$ cat config.mk
export PLATFORM = sky130hd
export DESIGN_NAME = eqc_div_cell
export DESIGN_NICKNAME = d
export VERILOG_FILES = /design/src/hdl/eqc_pkg.sv /design/src/hdl/eqc_div_cell.sv
export SDC_FILE = /design/constraint.sdc
export NUM_CORES = 1
export LEC_CHECK = 0
export BUFFER_PORTS_ARGS = -buffer_cell sky130_fd_sc_hd__buf_2
export CAP_MARGIN = 10
export CORE_AREA = 2 2 406 408
export CTS_CLUSTER_SIZE = 14
export DETAILED_ROUTE_END_ITERATION = 10
export DIE_AREA = 0 0 408 410
export GPL_TIMING_DRIVEN = 1
export PLACE_DENSITY = 0.3
export SLEW_MARGIN = 20
export SYNTH_ARGS = -nofsm -noshare
export SYNTH_HDL_FRONTEND = slang
export SYNTH_SLANG_ARGS = --single-unit
$ cat constraint.sdc
create_clock -name clk_i -period 0.8 [get_ports clk_i]
set_input_delay 0.04 -clock clk_i [delete_from_list [all_inputs] [get_ports clk_i]]
set_output_delay 0.04 -clock clk_i [all_outputs]
set_load 0.1 [all_outputs]
$ cat src/hdl/eqc_pkg.sv
`default_nettype none
// ----------------------------------------------------------------------------
// eqc_pkg: shared types and constants
// Widths, register map, payload structs and cell state for the
// equilibrium current unit.
// ----------------------------------------------------------------------------
package eqc_pkg;

  // Fixed-point format of every value field.
  localparam int unsigned ValueW = 24;
  localparam int unsigned FracW  = 16;

  // Common numerator width of the three division lanes (largest is Q).
  localparam int unsigned NumW  = 2 * ValueW + 2 * FracW + 1;
  localparam int unsigned DenAW = ValueW + 1;      // load or 2R
  localparam int unsigned DenPW = 2 * ValueW + 2;  // 4R^2
  localparam int unsigned DenQW = 2 * ValueW;      // R*load
  localparam int unsigned RootW = ValueW + FracW;  // sqrt result and A
  localparam int unsigned RadW  = 2 * RootW;       // sqrt radicand

  localparam int unsigned AddrW = 5;
  localparam int unsigned DataW = 32;

  localparam logic [ValueW-1:0] CurMax = {1'b0, {(ValueW - 1){1'b1}}};
  localparam logic [ValueW-1:0] OneFix = ValueW'(1 << FracW);

  typedef enum logic [1:0] {
    MODE_BUCK       = 2'd0,
    MODE_BOOST      = 2'd1,
    MODE_BUCK_BOOST = 2'd2,
    MODE_TSBB       = 2'd3
  } eqc_mode_e;

  localparam logic [2:0] RegMode    = 3'd0;
  localparam logic [2:0] RegUseEst  = 3'd1;
  localparam logic [2:0] RegNomLoad = 3'd2;
  localparam logic [2:0] RegSeries  = 3'd3;
  localparam logic [2:0] RegVref    = 3'd4;

  typedef struct packed {
    logic [ValueW-1:0] input_voltage;
    logic [ValueW-1:0] estimated_load;
  } eqc_in_t;

  typedef struct packed {
    logic signed [ValueW-1:0] equilibrium_current;
    logic [ValueW-1:0]        equilibrium_voltage;
    logic                     saturated;
  } eqc_out_t;

  // Control carried along with each transaction.
  typedef struct packed {
    logic              valid;
    logic              buck;
    logic              sat;
    logic [ValueW-1:0] vref;
  } eqc_side_t;

  // One step of the three restoring divisions. Each shift register holds the
  // numerator bits still to be consumed on top and the quotient bits below.
  typedef struct packed {
    eqc_side_t        side;
    logic [NumW-1:0]  sh_a;
    logic [DenAW-1:0] rem_a;
    logic [DenAW-1:0] den_a;
    logic [NumW-1:0]  sh_p;
    logic [DenPW-1:0] rem_p;
    logic [DenPW-1:0] den_p;
    logic [NumW-1:0]  sh_q;
    logic [DenQW-1:0] rem_q;
    logic [DenQW-1:0] den_q;
  } eqc_div_t;

  // One step of the restoring square root.
  typedef struct packed {
    eqc_side_t        side;
    logic [RootW-1:0] quo_a;
    logic [RadW-1:0]  sh;
    logic [RootW:0]   rem;
    logic [RootW-1:0] root;
  } eqc_sqrt_t;

endpackage
`default_nettype wire

$ cat src/hdl/eqc_div_cell.sv
`default_nettype none
// ----------------------------------------------------------------------------
// eqc_div_cell: one quotient bit of three divisions
// Consumes one numerator bit per lane and hands the state to the next cell.
// ----------------------------------------------------------------------------
module eqc_div_cell import eqc_pkg::*; (
  input  wire logic     clk_i,
  input  wire logic     rst_ni,
  input  wire eqc_div_t d_i,
  output eqc_div_t      q_o
);

  logic [DenAW:0] ta;
  logic [DenPW:0] tp;
  logic [DenQW:0] tq;
  logic [DenAW:0] da;
  logic [DenPW:0] dp;
  logic [DenQW:0] dq;
  logic           ge_a, ge_p, ge_q;
  eqc_div_t       data_d, data_q;
  logic           valid_q;

  always_comb begin
    ta   = {d_i.rem_a, d_i.sh_a[NumW-1]};
    tp   = {d_i.rem_p, d_i.sh_p[NumW-1]};
    tq   = {d_i.rem_q, d_i.sh_q[NumW-1]};
    ge_a = ta >= {1'b0, d_i.den_a};
    ge_p = tp >= {1'b0, d_i.den_p};
    ge_q = tq >= {1'b0, d_i.den_q};
    da   = ta - {1'b0, d_i.den_a};
    dp   = tp - {1'b0, d_i.den_p};
    dq   = tq - {1'b0, d_i.den_q};

    data_d       = d_i;
    data_d.rem_a = ge_a ? da[DenAW-1:0] : ta[DenAW-1:0];
    data_d.rem_p = ge_p ? dp[DenPW-1:0] : tp[DenPW-1:0];
    data_d.rem_q = ge_q ? dq[DenQW-1:0] : tq[DenQW-1:0];
    data_d.sh_a  = {d_i.sh_a[NumW-2:0], ge_a};
    data_d.sh_p  = {d_i.sh_p[NumW-2:0], ge_p};
    data_d.sh_q  = {d_i.sh_q[NumW-2:0], ge_q};
  end

  always_ff @(posedge clk_i or negedge rst_ni) begin
    if (!rst_ni) begin
      valid_q <= 1'b0;
    end else begin
      valid_q <= d_i.side.valid;
    end
  end

  always_ff @(posedge clk_i) begin
    data_q <= data_d;
  end

  always_comb begin
    q_o            = data_q;
    q_o.side.valid = valid_q;
  end

endmodule
`default_nettype wire

=== Word level (Yosys, flattened, before mapping) ===
Cells that the tools add are included.

* Input bits: 518
* Output and inout bits: 516
* Register bits after elaboration: 516
* Word-level logic and storage cells: 22

* Mux-type cells: 3
* Add/subtract/negate cells: 3
* Order comparisons: 3

{| class="wikitable"
|+ Operator list
! cell !! count
|-
| $ge 51x50->1 || 1
|-
| $mux 50 || 1
|-
| $sub 50x50->50 || 1
|-
| $ge 49x48->1 || 1
|-
| $mux 48 || 1
|-
| $sub 48x48->48 || 1
|-
| $ge 26x25->1 || 1
|-
| $mux 25 || 1
|-
| $sub 25x25->25 || 1
|}

=== Depth between registers and ports, before layout ===
* Word-level depth: 2
* Gate-level depth with buffers: 16

=== Least setup slack after synthesis ===
OpenSTA, ideal clock, no wires.

* Path kind: input to register
* Start: input port d_i[178] (netlist name)
* End: register data_q, in the netlist q_o[238]
* Stages on the path: 15
* Buffers on the path: 2
* Path slack: -1.867 ns
* Arrival time: 2.546 ns
* Required time: 0.679 ns
* Cell sequence: inv_1 ha_1 nor2b_1 o21bai_4 a31oi_4 a41oi_2 o21ai_2 a21oi_2 o21ai_2 o2111ai_4 and2_4 buf_6 inv_12 buf_12 mux2_4

{| class="wikitable"
|+ RTL lines
! item !! line !! source
|-
| start, declared || eqc_div_cell.sv:9 || <nowiki>input wire eqc_div_t d_i,</nowiki>
|-
| end signal, assigned || eqc_div_cell.sv:52 || <nowiki>data_q <= data_d;</nowiki>
|-
| end, declared || eqc_div_cell.sv:20 || <nowiki>eqc_div_t data_d, data_q;</nowiki>
|}

==> summary.md <==
| Metric | Value |
|---|---|
| Vias in the first global route | `25.1k` |
| Clk buf depth | `3` |
| Final worst slack | `-1.50 ns` |
| # nets final | `4956` |
| Psw | `approximately 0.044 W` |
| Slew @ Worst Pin | `0.558 ns` |
| DRC errors left | `0` |
| HP Class | `in2reg` |
| Root Buffer | `clkbuf_16` |
| FF+latch count, synth | `516` |
| Via Count | `23.5k` |
| Area Overhead vs Synth | `176%` |
| WL/cell | `19.4 um` |
| Peak per-stage delay on the critical path | `0.60 ns` |
| Row count | `around 150` |
| Switching part of the total power | `38.9%` |
| TritonCTS clock tree | `done` |
| WP data arrival | `between 2 and 3 ns` |
| Design area | `53500 um2` |
| IO Pins | `1034` |
| Starting Density | `11.8%` |
| Failing checks | `negative hold slack, negative setup slack` |
| Hold Path Sink | `q_o[45]$_DFF_P_` |
| Clock tree sinks | `516` |
| Final hold violations | `39` |
| IO Port Bufs | `1033` |
| Leak pwr | `23.9 nW` |
| Seq/Total Area, Yosys | `between 50% and 60%` |
| Clock power frac | `30.0%` |
| DIE HEIGHT | `around 400 um` |
| Overall Global Routing Usage | `14.8%` |
| Placed Area | `39900 um2` |
| Fin util | `around a third` |
| Worst vdd ir | `about 0.0016 V` |
| Required @ worst endpoint | `1.36 ns` |
| Synth top cells by count | `dfxtp_1 (515), inv_1 (154), a21oi_1 (148), ha_1 (123), nor2_1 (110)` |
| HPWL after DPL | `102 mm` |
| Flop pwr share | `27.4%` |
| CP Class | `in2reg` |
| Total Power | `~0.11 W` |
| Worst Path Max Fanout | `8` |
| Die Wd | `408 um` |
| Fmax | `435 MHz` |
| Proportion of layout cells with a drive suffix above 1 | `60.6%` |
| Synthesized instance count | `1856` |
| Endpoint type of the worst setup path | `register` |
| CP max-delay cell | `a2111o_2` |
| Via density | `3.58` |
| Number of synthesized flops with an enable pin | `0` |
| Syn_area_per_cell | `about 10 um2` |
| Pwr/cell area | `2120 nW/um2` |
| Clock transition at path regs | `0.06 ns` |
| Final worst-path cycle share | `287%` |
| Crit-path cells | `buf_8, ha_4, nor2b_4, o31a_1, o211ai_1, buf_4, nand3b_4, a31oi_4, o31ai_4, a2111o_2, buf_12, mux2_4` |
| Yosys warns | `0` |
| Routed WL | `128 mm` |
| Grt ovf | `0` |
| WHS | `-0.526 ns` |
| Die footprint | `167000 um2` |
| Hold Startpoint | `d_i[45]` |
| Max Cap Viol | `0` |
| Logic pwr share | `42.6%` |
| Final setup fails | `642` |
| Max_slew headroom | `61.8%` |
| DRT iter0 DRCs | `785` |
| Cells after DPL | `approximately 5.6k` |
| Drt first pass iters | `5` |
| Final Slew Violations | `0` |
| Initial antenna violation count | `42` |
| Placer Congestion | `around 0.81` |
| Most instantiated library cell after synthesis | `dfxtp_1` |
| Ranking of synthesized cells by area | `dfxtp_1 (53%), ha_1 (8.0%), a21oi_1 (3.8%), a21o_1 (3.0%), inv_1 (3.0%)` |
| Synth area leader | `dfxtp_1` |
| CP startpoint kind | `input pin` |
| Period minus WS final | `2.30 ns` |
| Post-synthesis net count | `2500` |
| Post-detailed-route count of antenna-violating nets | `0` |
| Total CTS buffers | `73` |
| Async set-reset flop share out of synthesis | `less than 1%` |
| Cell Int Power | `0.0693 W` |
| Count of cell types in the netlist | `87` |
| Maximum level of the CTS H-tree | `3` |
| Final non-filler cell total | `6563` |
| Core ar. | `163000 um2` |
| Netlist Area Pre-Place | `between 15000 and 20000 um2` |
| Status | `finished with violations` |
| RSZ-0062 raised after global routing | `yes` |
| First-pass GRT wire length | `between 150 and 200 mm` |
| Hold path depth | `1` |
| Post-synth top area share | `53.3%` |
| Ys flop type | `dfxtp_1` |
| Largest net degree at the start of global routing | `18` |
==> cells by family (layout without fill, tap and decap cells) <==
kind of cell,count (synthesis),in the layout,share of synthesized area [%]
other,0,6,0
xor gates and xnor gates,98,98,4.44
AOI/OAI and AO/OA,464,465,16.0
adders and majority gates,126,126,8.26
buffers and inverters,207,2718,4.62
muxes,49,49,3.47
and+or+nand+nor,396,396,9.77
DFF,516,516,53.4
==> worst max path at each step <==
stage	start	slack, ns	cells after the start	end
after floorplan	d_i[14]	-1.75	11	q_o[53]$_DFF_P_
after global placement	d_i[1]	-2.28	15	q_o[69]$_DFF_P_
after detailed placement	d_i[1]	-2.27	15	q_o[65]$_DFF_P_
after CTS	d_i[14]	-1.44	13	q_o[80]$_DFF_P_
after global routing	d_i[20]	-1.48	15	q_o[94]$_DFF_P_
final	d_i[48]	-1.50	12	q_o[80]$_DFF_P_
==> per-layer routing <==
layer	part of all wire, %	global-route usage, %	vias to the layer above
met5	0.094	0	-
met4	2.7	3.81	18
met3	6.4	4.32	205
met2	52	27.4	810
met1	39	16.3	11100
li1	-	-	11400
==> registers in the layout, indices dropped and copies added, names as in the netlist <==
register  count
q_o         515
valid_q       1
==> power groups by stage <==
| stage | Combinational [W] | Sequential [W] | Clock [W] |
|---|---|---|---|
| final | 0.0483 | 0.0311 | 0.0340 |
| after global routing | 0.0503 | 0.0313 | 0.0364 |
| after CTS | 0.0475 | 0.0311 | 0.0357 |
| after detailed placement | 0.0426 | 0.0316 | 0 |
| after global placement | 0.0427 | 0.0317 | 0 |
| after floorplan | 0.00710 | 0.0474 | 0 |
==> stage by stage <==
stage,setup WS (ns),setup TNS (ns)
6_report,-1.50,-389.03
5_1_grt,-1.48,-436.68
4_1_cts,-1.44,-442.86
3_5_place_dp,-2.27,-265.39
3_3_place_gp,-2.28,-263.93
2_1_floorplan,-1.75,-198.96
==> worst max-delay path: cells and delay by family <==
family	cells	cell delay [ns]
AND/OR/NAND/NOR	2	0.21
multiplexers	1	0.30
AO/OA/AOI/OAI	5	1.58
buffers and inverters	3	0.49
adder cells (fa/ha/maj)	1	0.23
==> layout make-up <==
cell class	instances	area (um2)
clock buffer	105	2110
antenna	6	15.0
inverter	156	693
multi-input combinational	1134	10300
tap	2189	2740
timing repair buffer	2431	26200
fill	16600	110000
sequential	516	11100
clock inverter	26	362
==> what timing repair did <==
action / 4_1_cts / 5_1_grt
resized for setup: 298 / 270
hold buffers: 797 / 34
endpoints found under the setup margin: 642 / 642
cloned: 8 / 4
pin swaps: 53 / 98
hold endpoints to repair: 516 / 76
setup buffers: 40 / 31
==> cells in the final DEF, fill, tap and decap left out, types with 76 or more instances in the layout <==
cell,instances
clkbuf_16,77
dlygate4sd3_1,810
buf_12,538
buf_4,533
buf_2,488
nand2_1,76
inv_1,122
a21oi_1,103
a21o_1,76
dfxtp_2,468
Power figures use the tool's default switching activity.
