File: src/hdl/eqc_pkg.sv
`default_nettype none
// ----------------------------------------------------------------------------
// eqc_pkg: shared types and constants
// Widths, register map, payload structs and cell state for the
// equilibrium current unit.
// ----------------------------------------------------------------------------
package eqc_pkg;

  // Fixed-point format of every value field.
  localparam int unsigned ValueW = 24;
  localparam int unsigned FracW  = 16;

  // Common numerator width of the three division lanes (largest is Q).
  localparam int unsigned NumW  = 2 * ValueW + 2 * FracW + 1;
  localparam int unsigned DenAW = ValueW + 1;      // load or 2R
  localparam int unsigned DenPW = 2 * ValueW + 2;  // 4R^2
  localparam int unsigned DenQW = 2 * ValueW;      // R*load
  localparam int unsigned RootW = ValueW + FracW;  // sqrt result and A
  localparam int unsigned RadW  = 2 * RootW;       // sqrt radicand

  localparam int unsigned AddrW = 5;
  localparam int unsigned DataW = 32;

  localparam logic [ValueW-1:0] CurMax = {1'b0, {(ValueW - 1){1'b1}}};
  localparam logic [ValueW-1:0] OneFix = ValueW'(1 << FracW);

  typedef enum logic [1:0] {
    MODE_BUCK       = 2'd0,
    MODE_BOOST      = 2'd1,
    MODE_BUCK_BOOST = 2'd2,
    MODE_TSBB       = 2'd3
  } eqc_mode_e;

  localparam logic [2:0] RegMode    = 3'd0;
  localparam logic [2:0] RegUseEst  = 3'd1;
  localparam logic [2:0] RegNomLoad = 3'd2;
  localparam logic [2:0] RegSeries  = 3'd3;
  localparam logic [2:0] RegVref    = 3'd4;

  typedef struct packed {
    logic [ValueW-1:0] input_voltage;
    logic [ValueW-1:0] estimated_load;
  } eqc_in_t;

  typedef struct packed {
    logic signed [ValueW-1:0] equilibrium_current;
    logic [ValueW-1:0]        equilibrium_voltage;
    logic                     saturated;
  } eqc_out_t;

  // Control carried along with each transaction.
  typedef struct packed {
    logic              valid;
    logic              buck;
    logic              sat;
    logic [ValueW-1:0] vref;
  } eqc_side_t;

  // One step of the three restoring divisions. Each shift register holds the
  // numerator bits still to be consumed on top and the quotient bits below.
  typedef struct packed {
    eqc_side_t        side;
    logic [NumW-1:0]  sh_a;
    logic [DenAW-1:0] rem_a;
    logic [DenAW-1:0] den_a;
    logic [NumW-1:0]  sh_p;
    logic [DenPW-1:0] rem_p;
    logic [DenPW-1:0] den_p;
    logic [NumW-1:0]  sh_q;
    logic [DenQW-1:0] rem_q;
    logic [DenQW-1:0] den_q;
  } eqc_div_t;

  // One step of the restoring square root.
  typedef struct packed {
    eqc_side_t        side;
    logic [RootW-1:0] quo_a;
    logic [RadW-1:0]  sh;
    logic [RootW:0]   rem;
    logic [RootW-1:0] root;
  } eqc_sqrt_t;

endpackage
`default_nettype wire

File: src/hdl/eqc_sqrt_cell.sv
`default_nettype none
// ----------------------------------------------------------------------------
// eqc_sqrt_cell: one root bit of the restoring square root
// Consumes two radicand bits and hands the state to the next cell.
// ----------------------------------------------------------------------------
module eqc_sqrt_cell import eqc_pkg::*; (
  input  wire logic      clk_i,
  input  wire logic      rst_ni,
  input  wire eqc_sqrt_t d_i,
  output eqc_sqrt_t      q_o
);

  logic [RootW+2:0] t;
  logic [RootW+2:0] trial;
  logic [RootW+2:0] diff;
  logic             ge;
  eqc_sqrt_t        data_d, data_q;
  logic             valid_q;

  always_comb begin
    t     = {d_i.rem, d_i.sh[RadW-1 -: 2]};
    trial = {1'b0, d_i.root, 2'b01};
    diff  = t - trial;
    ge    = t >= trial;

    data_d      = d_i;
    data_d.rem  = ge ? diff[RootW:0] : t[RootW:0];
    data_d.root = {d_i.root[RootW-2:0], ge};
    data_d.sh   = {d_i.sh[RadW-3:0], 2'b00};
  end

  always_ff @(posedge clk_i or negedge rst_ni) begin
    if (!rst_ni) begin
      valid_q <= 1'b0;
    end else begin
      valid_q <= d_i.side.valid;
    end
  end

  always_ff @(posedge clk_i) begin
    data_q <= data_d;
  end

  always_comb begin
    q_o            = data_q;
    q_o.side.valid = valid_q;
  end

endmodule
`default_nettype wire

File: config.mk
export PLATFORM = sky130hd
export DESIGN_NAME = eqc_sqrt_cell
export DESIGN_NICKNAME = d
export VERILOG_FILES = /design/src/hdl/eqc_pkg.sv /design/src/hdl/eqc_sqrt_cell.sv
export SDC_FILE = /design/constraint.sdc
export NUM_CORES = 1
export LEC_CHECK = 0
export BUFFER_PORTS_ARGS = -buffer_cell sky130_fd_sc_hd__buf_4
export CAP_MARGIN = 25
export CORE_AREA = 2 2 177 179
export CTS_CLUSTER_DIAMETER = 100
export DETAILED_ROUTE_END_ITERATION = 10
export DIE_AREA = 0 0 179 181
export HOLD_SLACK_MARGIN = 0.08
export PLACE_DENSITY_LB_ADDON = 0.08
export SYNTH_ARGS = -nofsm -noshare
export SYNTH_HDL_FRONTEND = slang
export SYNTH_SLANG_ARGS = --single-unit
File: constraint.sdc
create_clock -name clk_i -period 0.9 [get_ports clk_i]
set_clock_uncertainty 0.2 [all_clocks]
set_input_delay 0.18 -clock clk_i [delete_from_list [all_inputs] [get_ports clk_i]]
set_output_delay 0.18 -clock clk_i [all_outputs]
set_load 0.01 [all_outputs]
After elaboration in Yosys (flattened, before gate mapping)
Index checks and enable logic that the tools add are counted.
{"block": "word_totals", "reg_bits": 226, "input_bits": 230, "out_inout_bits": 228, "wordCells": 11}
{"block": "op_classes", "n_addsub": 1, "magnitude_cmp": 1, "n_mux": 1}
{"cell": ">= comparator 43 x 42 -> 1 bit", "count": 1}
{"cell": "two-way mux 41 bit", "count": 1}
{"cell": "subtractor 41 bit", "count": 1}

Depth between registers and ports, before layout
Gate-level depths: netlist of run 1.
{"block": "logic_depth", "ltp_word": 2, "depth_mapped": 15, "mapped_depth_nobuf": 11}

Worst setup path before layout of run 1
No wires, ideal clock.
{"block": "synth_path", "kind": "input -> register", "start": "in d_i[1] (netlist bit)", "end": "reg data_q (netlist bit q_o[44])", "setup_ns": 0.121, "arrival_time_ns": 2.278, "required_ns": 0.579, "slack_ns": -1.699, "stages": 12, "path_buffers": 2, "path_cell_list": "inv_1 > ha_1 > nor3_1 > a2111oi_2 > o21bai_1 > a211oi_2 > o21ai_0 > and3_1 > buf_6 > clkinv_2 > buf_6 > mux2_2"}
{"item": "start: declaration", "line": "eqc_sqrt_cell.sv:9", "source": "input wire eqc_sqrt_t d_i,"}
{"item": "end signal: assignment", "line": "eqc_sqrt_cell.sv:41", "source": "data_q <= data_d;"}
{"item": "end: declaration", "line": "eqc_sqrt_cell.sv:17", "source": "eqc_sqrt_t data_d, data_q;"}

==> results.ini, run 1 <==
[setup_path]
crit_fanout = 3
worstPathArrival_ns = 2.38
crit_type = in2reg
crit_start = d_i[44]
required_ns = 1.13
startpoint_type = input port
worst_setup_path_end_kind = register

[synth]
synth_flop_cell = dfxtp_1
synth_edf_count = 0
ys_types = 65
yosys_warnings = 0
synth_largest_area_cell = dfxtp_1
syn_avg_cell_area_sq_um = 10.9
synthCells = 695
yosys-top-cells-area = dfxtp_1 (59%), ha_1 (6.9%), a21oi_1 (3.9%)
async_flop_share = 0.00442
netlist.area_leader.share = 0.593
synthesis.area_sq_um = 7600
ys_seq_area_frac = 0.596
ys_ff_latch = 226

[cells_and_area]
fin_nets = 1834
drive_gt1_frac = 0.685
syn2layout_area_growth_pct = 140
nFillCells = 2511
fin_area_sq_um = 18200

[detailed_routing]
totalWireLength_um = 37100
drc = 0
wl_per_cell_um = 18.8
drt_iter0_markers = 266
firstDrtPassIters = 4
vias_per_cell = 4.25
vias = 8401
antenna_left = 0

[min_path]
hp-class = in2reg
hp-start = d_i[1]

[die]
die-area_sq_um = 32400
core-area_sq_um = 30300
die-width_um = 179
die_h_um = 181
rows = 64
boundaryPins = 458
initial_utilization = 0.250

[run]
maxCapViolCount = 0

[placed_design]
gp_congestion = 0.850
io_buffers = 455
hpwl_um = 26600
dpl_cell_area_sq_um = 12900

[sta]
finalMaxSlewViolations = 0
rsz0062_at_grt = true
finalHoldViolations = 26
setup_viol = 268
max_freq_mhz = 465
min_period_over_period = 2.39
period_needed_ns = 2.15
worst_slack_ns = -1.25
setup_tns_ns = -148.06
fin_hold_ws_ns = -0.442

[global_route]
grt-ovfl-total = 0
grt_pass1_wl_um = 53400
antenna_found_initial = 7
grt_use_total = 0.219
grt_pass1_vias = 8967
grt_max_degree = 14

[clocking]
h-tree-depth = 1
cts.clk_slew.worst_paths_ns = 0.06
clkSinkCount = 226
cts_tree = built
cts_root_buf = clkbuf_16
cts.path.max_buffers = 3
cts_buffers = 27

[status]
status = finished, violations left
failed_checks = negative hold slack, negative setup slack

[power]
ir_drop_mv = 1.34
power_leakage_nw = 8.24
p_per_area_nw_per_um2 = 1690

[flip-flops by register name, summed over array words and instances, names as in the netlist]
signal / cells
q_o: 225
valid_q: 1
[kinds of logic (layout without fill, tap and decap cells)]
logic type,count (synthesis),count (layout),synth area share
AOI/OAI and AO/OA,171,171,0.149
xor gates and xnor gates,34,34,0.0392
adders and majority gates,42,42,0.0691
buffers and inverters,76,959,0.0463
DFF,226,226,0.596
muxes,8,8,0.0119
other,1,4,0.000493
and+or+nand+nor,137,137,0.0884
[through the flow]
| stage | instances | power, mW | utilization | setup slack [ns] |
|---|---|---|---|---|
| after floorplan | 696 | 13.9 | - | -1.58 |
| after global placement | 1692 | 17.6 | 0.426 | -2.01 |
| after detailed placement | 1692 | 17.6 | 0.426 | -1.97 |
| after CTS | 1958 | 30.8 | 0.586 | -1.21 |
| after global routing | 1977 | 32.1 | 0.600 | -1.39 |
| final | 1977 | 30.8 | 0.600 | -1.25 |
[where the power goes]
group / switching (mW) / leakage (nW) / total [mW] / internal [mW]
sequential: 0.413 / 1.91 / 11.4 / 11.0
combinational: 3.40 / 5.92 / 8.54 / 5.14
clock: 4.33 / 0.417 / 10.9 / 6.52
[metal layers]
layer	track usage	vias to the layer above	share of wire
met1	0.245	3905	0.38
met3	0.0623	77	0.078
li1	-	4128	-
met5	0	-	0.0018
met4	0.0823	10	0.038
met2	0.389	281	0.50
[area by class of cell]
class	count	area, sq um	area share
Timing Repair Buffer	859	8080	0.444
Sequential cell	226	4810	0.264
Multi-Input combinational cell	394	3710	0.204
Clock buffer	38	737	0.0405
Tap cell	396	495	0.0272
Inverter	54	245	0.0135
Clock inverter	8	121	0.00666
Antenna cell	2	5.00	0.000275
[worst max-delay path, stage by stage]
cell and delay, ns:
buf_4 0.13, ha_4 0.22, o21a_1 0.16, o211ai_1 0.26, a31oi_4 0.08, buf_6 0.15, o211ai_1 0.25, nand2_1 0.14
o311a_1 0.32, or3_1 0.31, a31o_1 0.17
[timing repair]
action / CTS / global route
endpoints found under the hold margin: 226 / 48
endpoints found under the setup margin: 268 / 268
pin swaps: 55 / 19
resized for setup: 547 / 109
cloned: 2 / 0
setup buffers: 27 / 10
hold buffers: 191 / 10
[placed cells by master, fill, tap and decap left out, types with 4 or more instances in the layout]
master	n
ha_4	28
nand4_1	11
xor2_1	10
nor3_2	4
o211ai_1	8
and3_1	5
dfxtp_1	8
o21ai_0	15
o21ai_1	11
clkbuf_1	9
dfxtp_4	4
inv_2	12
nand3_1	6
o21a_1	7
nor2_1	17
clkbuf_16	27
a21oi_2	37
buf_8	10
a21o_1	13
buf_6	249
nand2_1	29
dfxtp_2	213
inv_4	7
nor2_2	5
buf_4	390
nand2b_1	8
xnor2_1	21
a21oi_4	5
a31oi_1	4
dlygate4sd3_1	201
ha_1	14
inv_1	32
a21oi_1	30
buf_12	8
nor2_4	20
or3_1	4
mux2_4	8
[final timing paths]
check                          end  slack, ns  cells past startpoint
setup / recovery           q_o[78]      -1.25                     11
hold / removal              q_o[2]      -0.44                      1
max in group asynchronous  valid_q       0.05                      3
min in group asynchronous  valid_q       0.34                      3
[synth_stat cells, drive strengths merged (2+ instances only)]
library cell	instances
a211oi	3
a21o	13
a21oi	72
a311oi	3
a31o	4
a31oi	7
and2	4
and3	7
and4	2
buf	16
clkbuf	6
dfxtp	225
ha	42
inv	53
mux2	8
nand2	32
nand2b	9
nand3	6
nand4	11
nor2	42
nor2b	3
nor3	9
nor4	2
o211a	3
o211ai	8
o21a	7
o21ai	29
o21bai	4
o2bb2ai	2
o31ai	3
or3	4
xnor2	23
xor2	11
(Power assumes the default switching activity.)
==> run 2, diff against run 1 <==
--- a/config.mk
+++ b/config.mk
@@ -16,3 +16,4 @@
 export SYNTH_ARGS = -nofsm -noshare
 export SYNTH_HDL_FRONTEND = slang
 export SYNTH_SLANG_ARGS = --single-unit
+export TNS_END_PERCENT = 1
==> results.ini, run 2 (synthesis gave the netlist of run 1 again) <==
[setup_path]
required_ns = 1.11
crit_start = d_i[58]
slowest_stage = or2_2
worstPathArrival_ns = 2.29
slowest_delay_ns = 0.33
crit_fanout = 6
startpoint_type = input port
crit_type = in2reg
cp_cell_sequence = buf_4, ha_4, buf_4, nand4_1, nor3b_2, a22oi_1, or2_2, o211a_4, o21bai_1, xor2_1, mux2_4
worst_setup_path_end_kind = register
worst_path_most_repeated_cell = buf_4

[sta]
max_freq_mhz = 481
period_needed_ns = 2.08
setup_viol = 268
min_period_over_period = 2.31
finalHoldViolations = 30
worst_slack_ns = -1.18
finalMaxSlewViolations = 0
rsz0062_at_grt = true
fin_hold_ws_ns = -0.437

[placed_design]
dpl_cell_area_sq_um = 12700
io_buffers = 455
preCtsSetupSlack_ns = -1.89
gp_congestion = 0.808
hpwl_um = 25300

[cells_and_area]
fin_area_sq_um = 17400
fin_nets = 1796
largest_reg_flops = 225
syn2layout_area_growth_pct = 129
final_cell_mix = buf_4 (386), buf_6 (230), dfxtp_2 (206)
final_common_cell = buf_4
drive_gt1_frac = 0.647

[power]
p_seq_frac = 0.378
netSwitchingFraction = 0.254
p_int_mw = 22.5
power_mw = 30.1
p_per_area_nw_per_um2 = 1730
ir_drop_mv = 1.25
p_clk_frac = 0.360
power_leakage_nw = 7.97
power_frac_comb = 0.262
p_switching_mw = 7.64

[detailed_routing]
drt_iter0_markers = 247
vias = 8112
antenna_left = 0
firstDrtPassIters = 4
wl_per_cell_um = 17.7
vias_per_cell = 4.19
drc = 0
totalWireLength_um = 34400

[die]
die_h_um = 181
rows = 64
initial_utilization = 0.250
die-width_um = 179
core-area_sq_um = 30300
die-area_sq_um = 32400
boundaryPins = 458

[min_path]
hp-start = d_i[4]
hp-class = in2reg

[global_route]
grt_pass1_wl_um = 49700
grt_max_degree = 17
antenna_found_initial = 4
grt_use_total = 0.200
grt-ovfl-total = 0
grt_pass1_vias = 8673

[clocking]
cts.path.max_buffers = 3
cts_buffers = 26
cts.clk_slew.worst_paths_ns = 0.06
cts_root_buf = clkbuf_16
cts_tree = built
h-tree-depth = 1
clkSinkCount = 226

[run]
maxCapViolCount = 0

[status]
status = finished, violations left
failed_checks = negative hold slack, negative setup slack

==> run 2: changes by cell type in the layout (fill, tap and decap cells not counted), sizes merged <==
cell         delta
inv             -1
clkinvlp        -1
dlygate4sd3     -3
buf            -35
clkbuf          +1
==> run 2: what timing repair did <==
item                       CTS  global route
hold endpoints to repair   226            40
pin swaps                   30            28
hold buffers               191             7
resized for setup          421           141
setup endpoints to repair  268           268
setup buffers                6             4
cloned                       0             1
==> run 2: critical path: cells and delay by family <==
family	cells	cell delay, ns
fa+ha+maj	1	0.28
xor+xnor	1	0.10
buf+inv	2	0.24
simple gates	3	0.67
compound gates	3	0.55
mux	1	0.26
==> run 2: path summary, 6_finish.rpt <==
kind	depth (start not counted)	end
worst max-delay path	11	q_o[69]
worst min-delay path	1	q_o[5]
max in group asynchronous	3	valid_q
min in group asynchronous	3	valid_q
==> run 2: metrics by stage <==
stage / setup TNS (ns) / utilization / hold slack (ns) / std cells
floorplan: -62.84 / - / -0.316 / 696
global placement: -73.26 / 0.419 / -0.245 / 1683
detailed placement: -73.39 / 0.419 / -0.244 / 1683
CTS: -147.22 / 0.556 / -0.463 / 1924
global route: -153.70 / 0.574 / -0.466 / 1938
finish: -141.29 / 0.574 / -0.437 / 1938
==> run 2: cell type report <==
class	instances	area (sq um)
Tap cell	396	495
Multi-Input combinational cell	394	3390
Inverter	54	233
Fill cell	2588	12900
Antenna cell	2	5.00
Clock buffer	38	767
Sequential cell	226	4790
Clock inverter	6	109
Timing Repair Buffer	822	7610
==> run 2: layer usage <==
layer | wire [um] | up-vias | GRT usage
li1 | - | 4036 | -
met1 | 13500 | 3739 | 0.230
met2 | 17100 | 274 | 0.358
met3 | 2630 | 59 | 0.0545
met4 | 1080 | 4 | 0.0608
met5 | 27 | - | 0
==> run 2: power by group through the flow <==
stage / Sequential [mW] / Clock, mW / Combinational (mW)
CTS: 11.3 / 11.2 / 7.59
floorplan: 11.7 / 0 / 2.06
finish: 11.4 / 10.8 / 7.87
global route: 11.4 / 11.6 / 8.44
detailed placement: 11.3 / 0 / 6.09
global placement: 11.3 / 0 / 6.10
==> run 3, diff against run 2 <==
--- a/config.mk
+++ b/config.mk
@@ -11,6 +11,7 @@
 export CTS_CLUSTER_DIAMETER = 100
 export DETAILED_ROUTE_END_ITERATION = 10
 export DIE_AREA = 0 0 179 181
+export GPL_TIMING_DRIVEN = 0
 export HOLD_SLACK_MARGIN = 0.08
 export PLACE_DENSITY_LB_ADDON = 0.08
 export SYNTH_ARGS = -nofsm -noshare
==> constraint.sdc (replaced) <==
create_clock -name clk_i -period 0.9 [get_ports clk_i]
set_clock_uncertainty 0.2 [all_clocks]
set_input_delay 0.09 -clock clk_i [delete_from_list [all_inputs] [get_ports clk_i]]
set_output_delay 0.09 -clock clk_i [all_outputs]
set_load 0.01 [all_outputs]
==> results.ini, run 3 (synthesis gave the netlist of run 1 again) <==
[global_route]
grt_pass1_vias = 7893
grt_max_degree = 14
antenna_found_initial = 3
grt-ovfl-total = 0
grt_use_total = 0.197
grt_pass1_wl_um = 48200

[status]
failed_checks = negative hold slack, negative setup slack
status = finished, violations left

[detailed_routing]
drc = 0
antenna_left = 0
vias = 7618
vias_per_cell = 4.26
drt_iter0_markers = 166
wl_per_cell_um = 18.9
firstDrtPassIters = 4
totalWireLength_um = 33800

[die]
die_h_um = 181
boundaryPins = 458
core-area_sq_um = 30300
die-area_sq_um = 32400
rows = 64
die-width_um = 179
initial_utilization = 0.250

[setup_path]
cpLargestDelayFamily = simple AND/OR/NAND/NOR gates
worstPathArrival_ns = 2.28
required_ns = 1.12
cp_cell_sequence = buf_4, ha_2, nand4_1, nor2_4, nand2_1, o21ai_1, a21oi_1, and3_1, buf_6, clkinv_8, buf_12, mux2_4
slowest_delay_ns = 0.39
worst_setup_path_end_kind = register
cp.depth = 12
timing.critical_path.buf_inv = 4
startpoint_type = input port
slowest_stage = ha_2
crit_type = in2reg
crit_fanout = 6

[min_path]
hp-start = d_i[1]
min_to = q_o[2]
min_path_cells = 1
hp-class = in2reg

[cells_and_area]
drive_gt1_frac = 0.631
fin_area_sq_um = 16200
final-seq-area_sq_um = 4780
syn2layout_area_growth_pct = 113
nFillCells = 2684
final_cell_mix = buf_4 (267), buf_6 (223), dfxtp_2 (203)
multi_input_area_sq_um = 3340
final_common_cell = buf_4
largest_reg_flops = 225
fin_nets = 1641

[sta]
min_period_over_period = 2.30
setup_viol = 268
worst_slack_ns = -1.17
rsz0062_at_grt = true
period_needed_ns = 2.07
finalMaxSlewViolations = 0
finalHoldViolations = 67
setup_tns_ns = -125.31
max_freq_mhz = 483
fin_hold_ws_ns = -0.538

[power]
p_int_mw = 22.4
power_frac_comb = 0.235
p_per_area_nw_per_um2 = 1860
p_switching_mw = 7.73
p_seq_frac = 0.377
ir_drop_mv = 1.28
p_clk_frac = 0.388
power_leakage_nw = 7.28
netSwitchingFraction = 0.257

[placed_design]
gp_congestion = 0.803
io_buffers = 455
hpwl_um = 24800
dpl_cell_area_sq_um = 11700

[run]
maxCapViolCount = 0

[clocking]
clkSinkCount = 226
cts_tree = built
cts_buffers = 27
cts.path.max_buffers = 3
h-tree-depth = 1
cts_root_buf = clkbuf_16
cts.clk_slew.worst_paths_ns = 0.05

==> run 3: changes by cell type in the layout (fill, tap and decap cells not counted), moves of 5 or more <==
cell / before / now
a21oi_2: 33 / 28
buf_4: 386 / 267
buf_6: 230 / 223
dlygate4sd3_1: 198 / 164
ha_4: 26 / 19
nor2_1: 32 / 25
==> run 3: cell type report <==
type                    instances  area share
plain buffers                  17      0.0135
clock inverters                 8     0.00905
multi-input cells             394       0.206
flip-flops and latches        226       0.296
inverters                      54      0.0144
well taps                     396      0.0306
clock buffers                  41      0.0500
diodes                          3    0.000464
repair buffers                649       0.380
==> run 3: layer usage <==
| metal | up-vias | GRT usage | share of wire |
|---|---|---|---|
| li1 | 3752 | - | - |
| met1 | 3528 | 0.224 | 0.39 |
| met3 | 59 | 0.0535 | 0.077 |
| met5 | - | 0 | 0 |
| met4 | 0 | 0.0764 | 0.040 |
| met2 | 279 | 0.347 | 0.49 |
==> run 3: timing repair <==
action,in CTS,in global routing
setup endpoints to repair,268,268
hold buffers,156,8
resized for setup,413,158
cloned,1,0
pin swaps,22,29
setup buffers,23,6
hold endpoints to repair,226,223
==> run 3: power by group through the flow <==
stage	logic (mW)	clock network (mW)	registers, mW
3_3_place_gp	5.35	0	11.3
3_5_place_dp	5.34	0	11.3
4_1_cts	6.78	12.0	11.3
2_1_floorplan	2.06	0	11.7
6_report	7.07	11.7	11.4
5_1_grt	7.56	12.4	11.4
==> run 3: metrics by stage <==
step	total power, mW	setup slack (ns)	utilization	hold WS (ns)	std cells
after floorplan	13.8	-1.49	-	-0.406	696
after global placement	16.6	-2.20	0.385	-0.334	1547
after global routing	31.4	-1.26	0.533	-0.562	1787
after CTS	30.0	-1.23	0.516	-0.564	1772
after detailed placement	16.6	-2.17	0.385	-0.333	1547
final	30.1	-1.17	0.533	-0.538	1788
==> run 3: worst max-delay path by stage <==
| stage | from | end | slack [ns] |
|---|---|---|---|
| after floorplan | d_i[0] | q_o[44] | -1.49 |
| after global placement | d_i[3] | q_o[72] | -2.20 |
| after detailed placement | d_i[3] | q_o[72] | -2.17 |
| after CTS | d_i[11] | q_o[78] | -1.23 |
| after global routing | d_i[11] | q_o[80] | -1.26 |
| final | d_i[65] | q_o[48] | -1.17 |
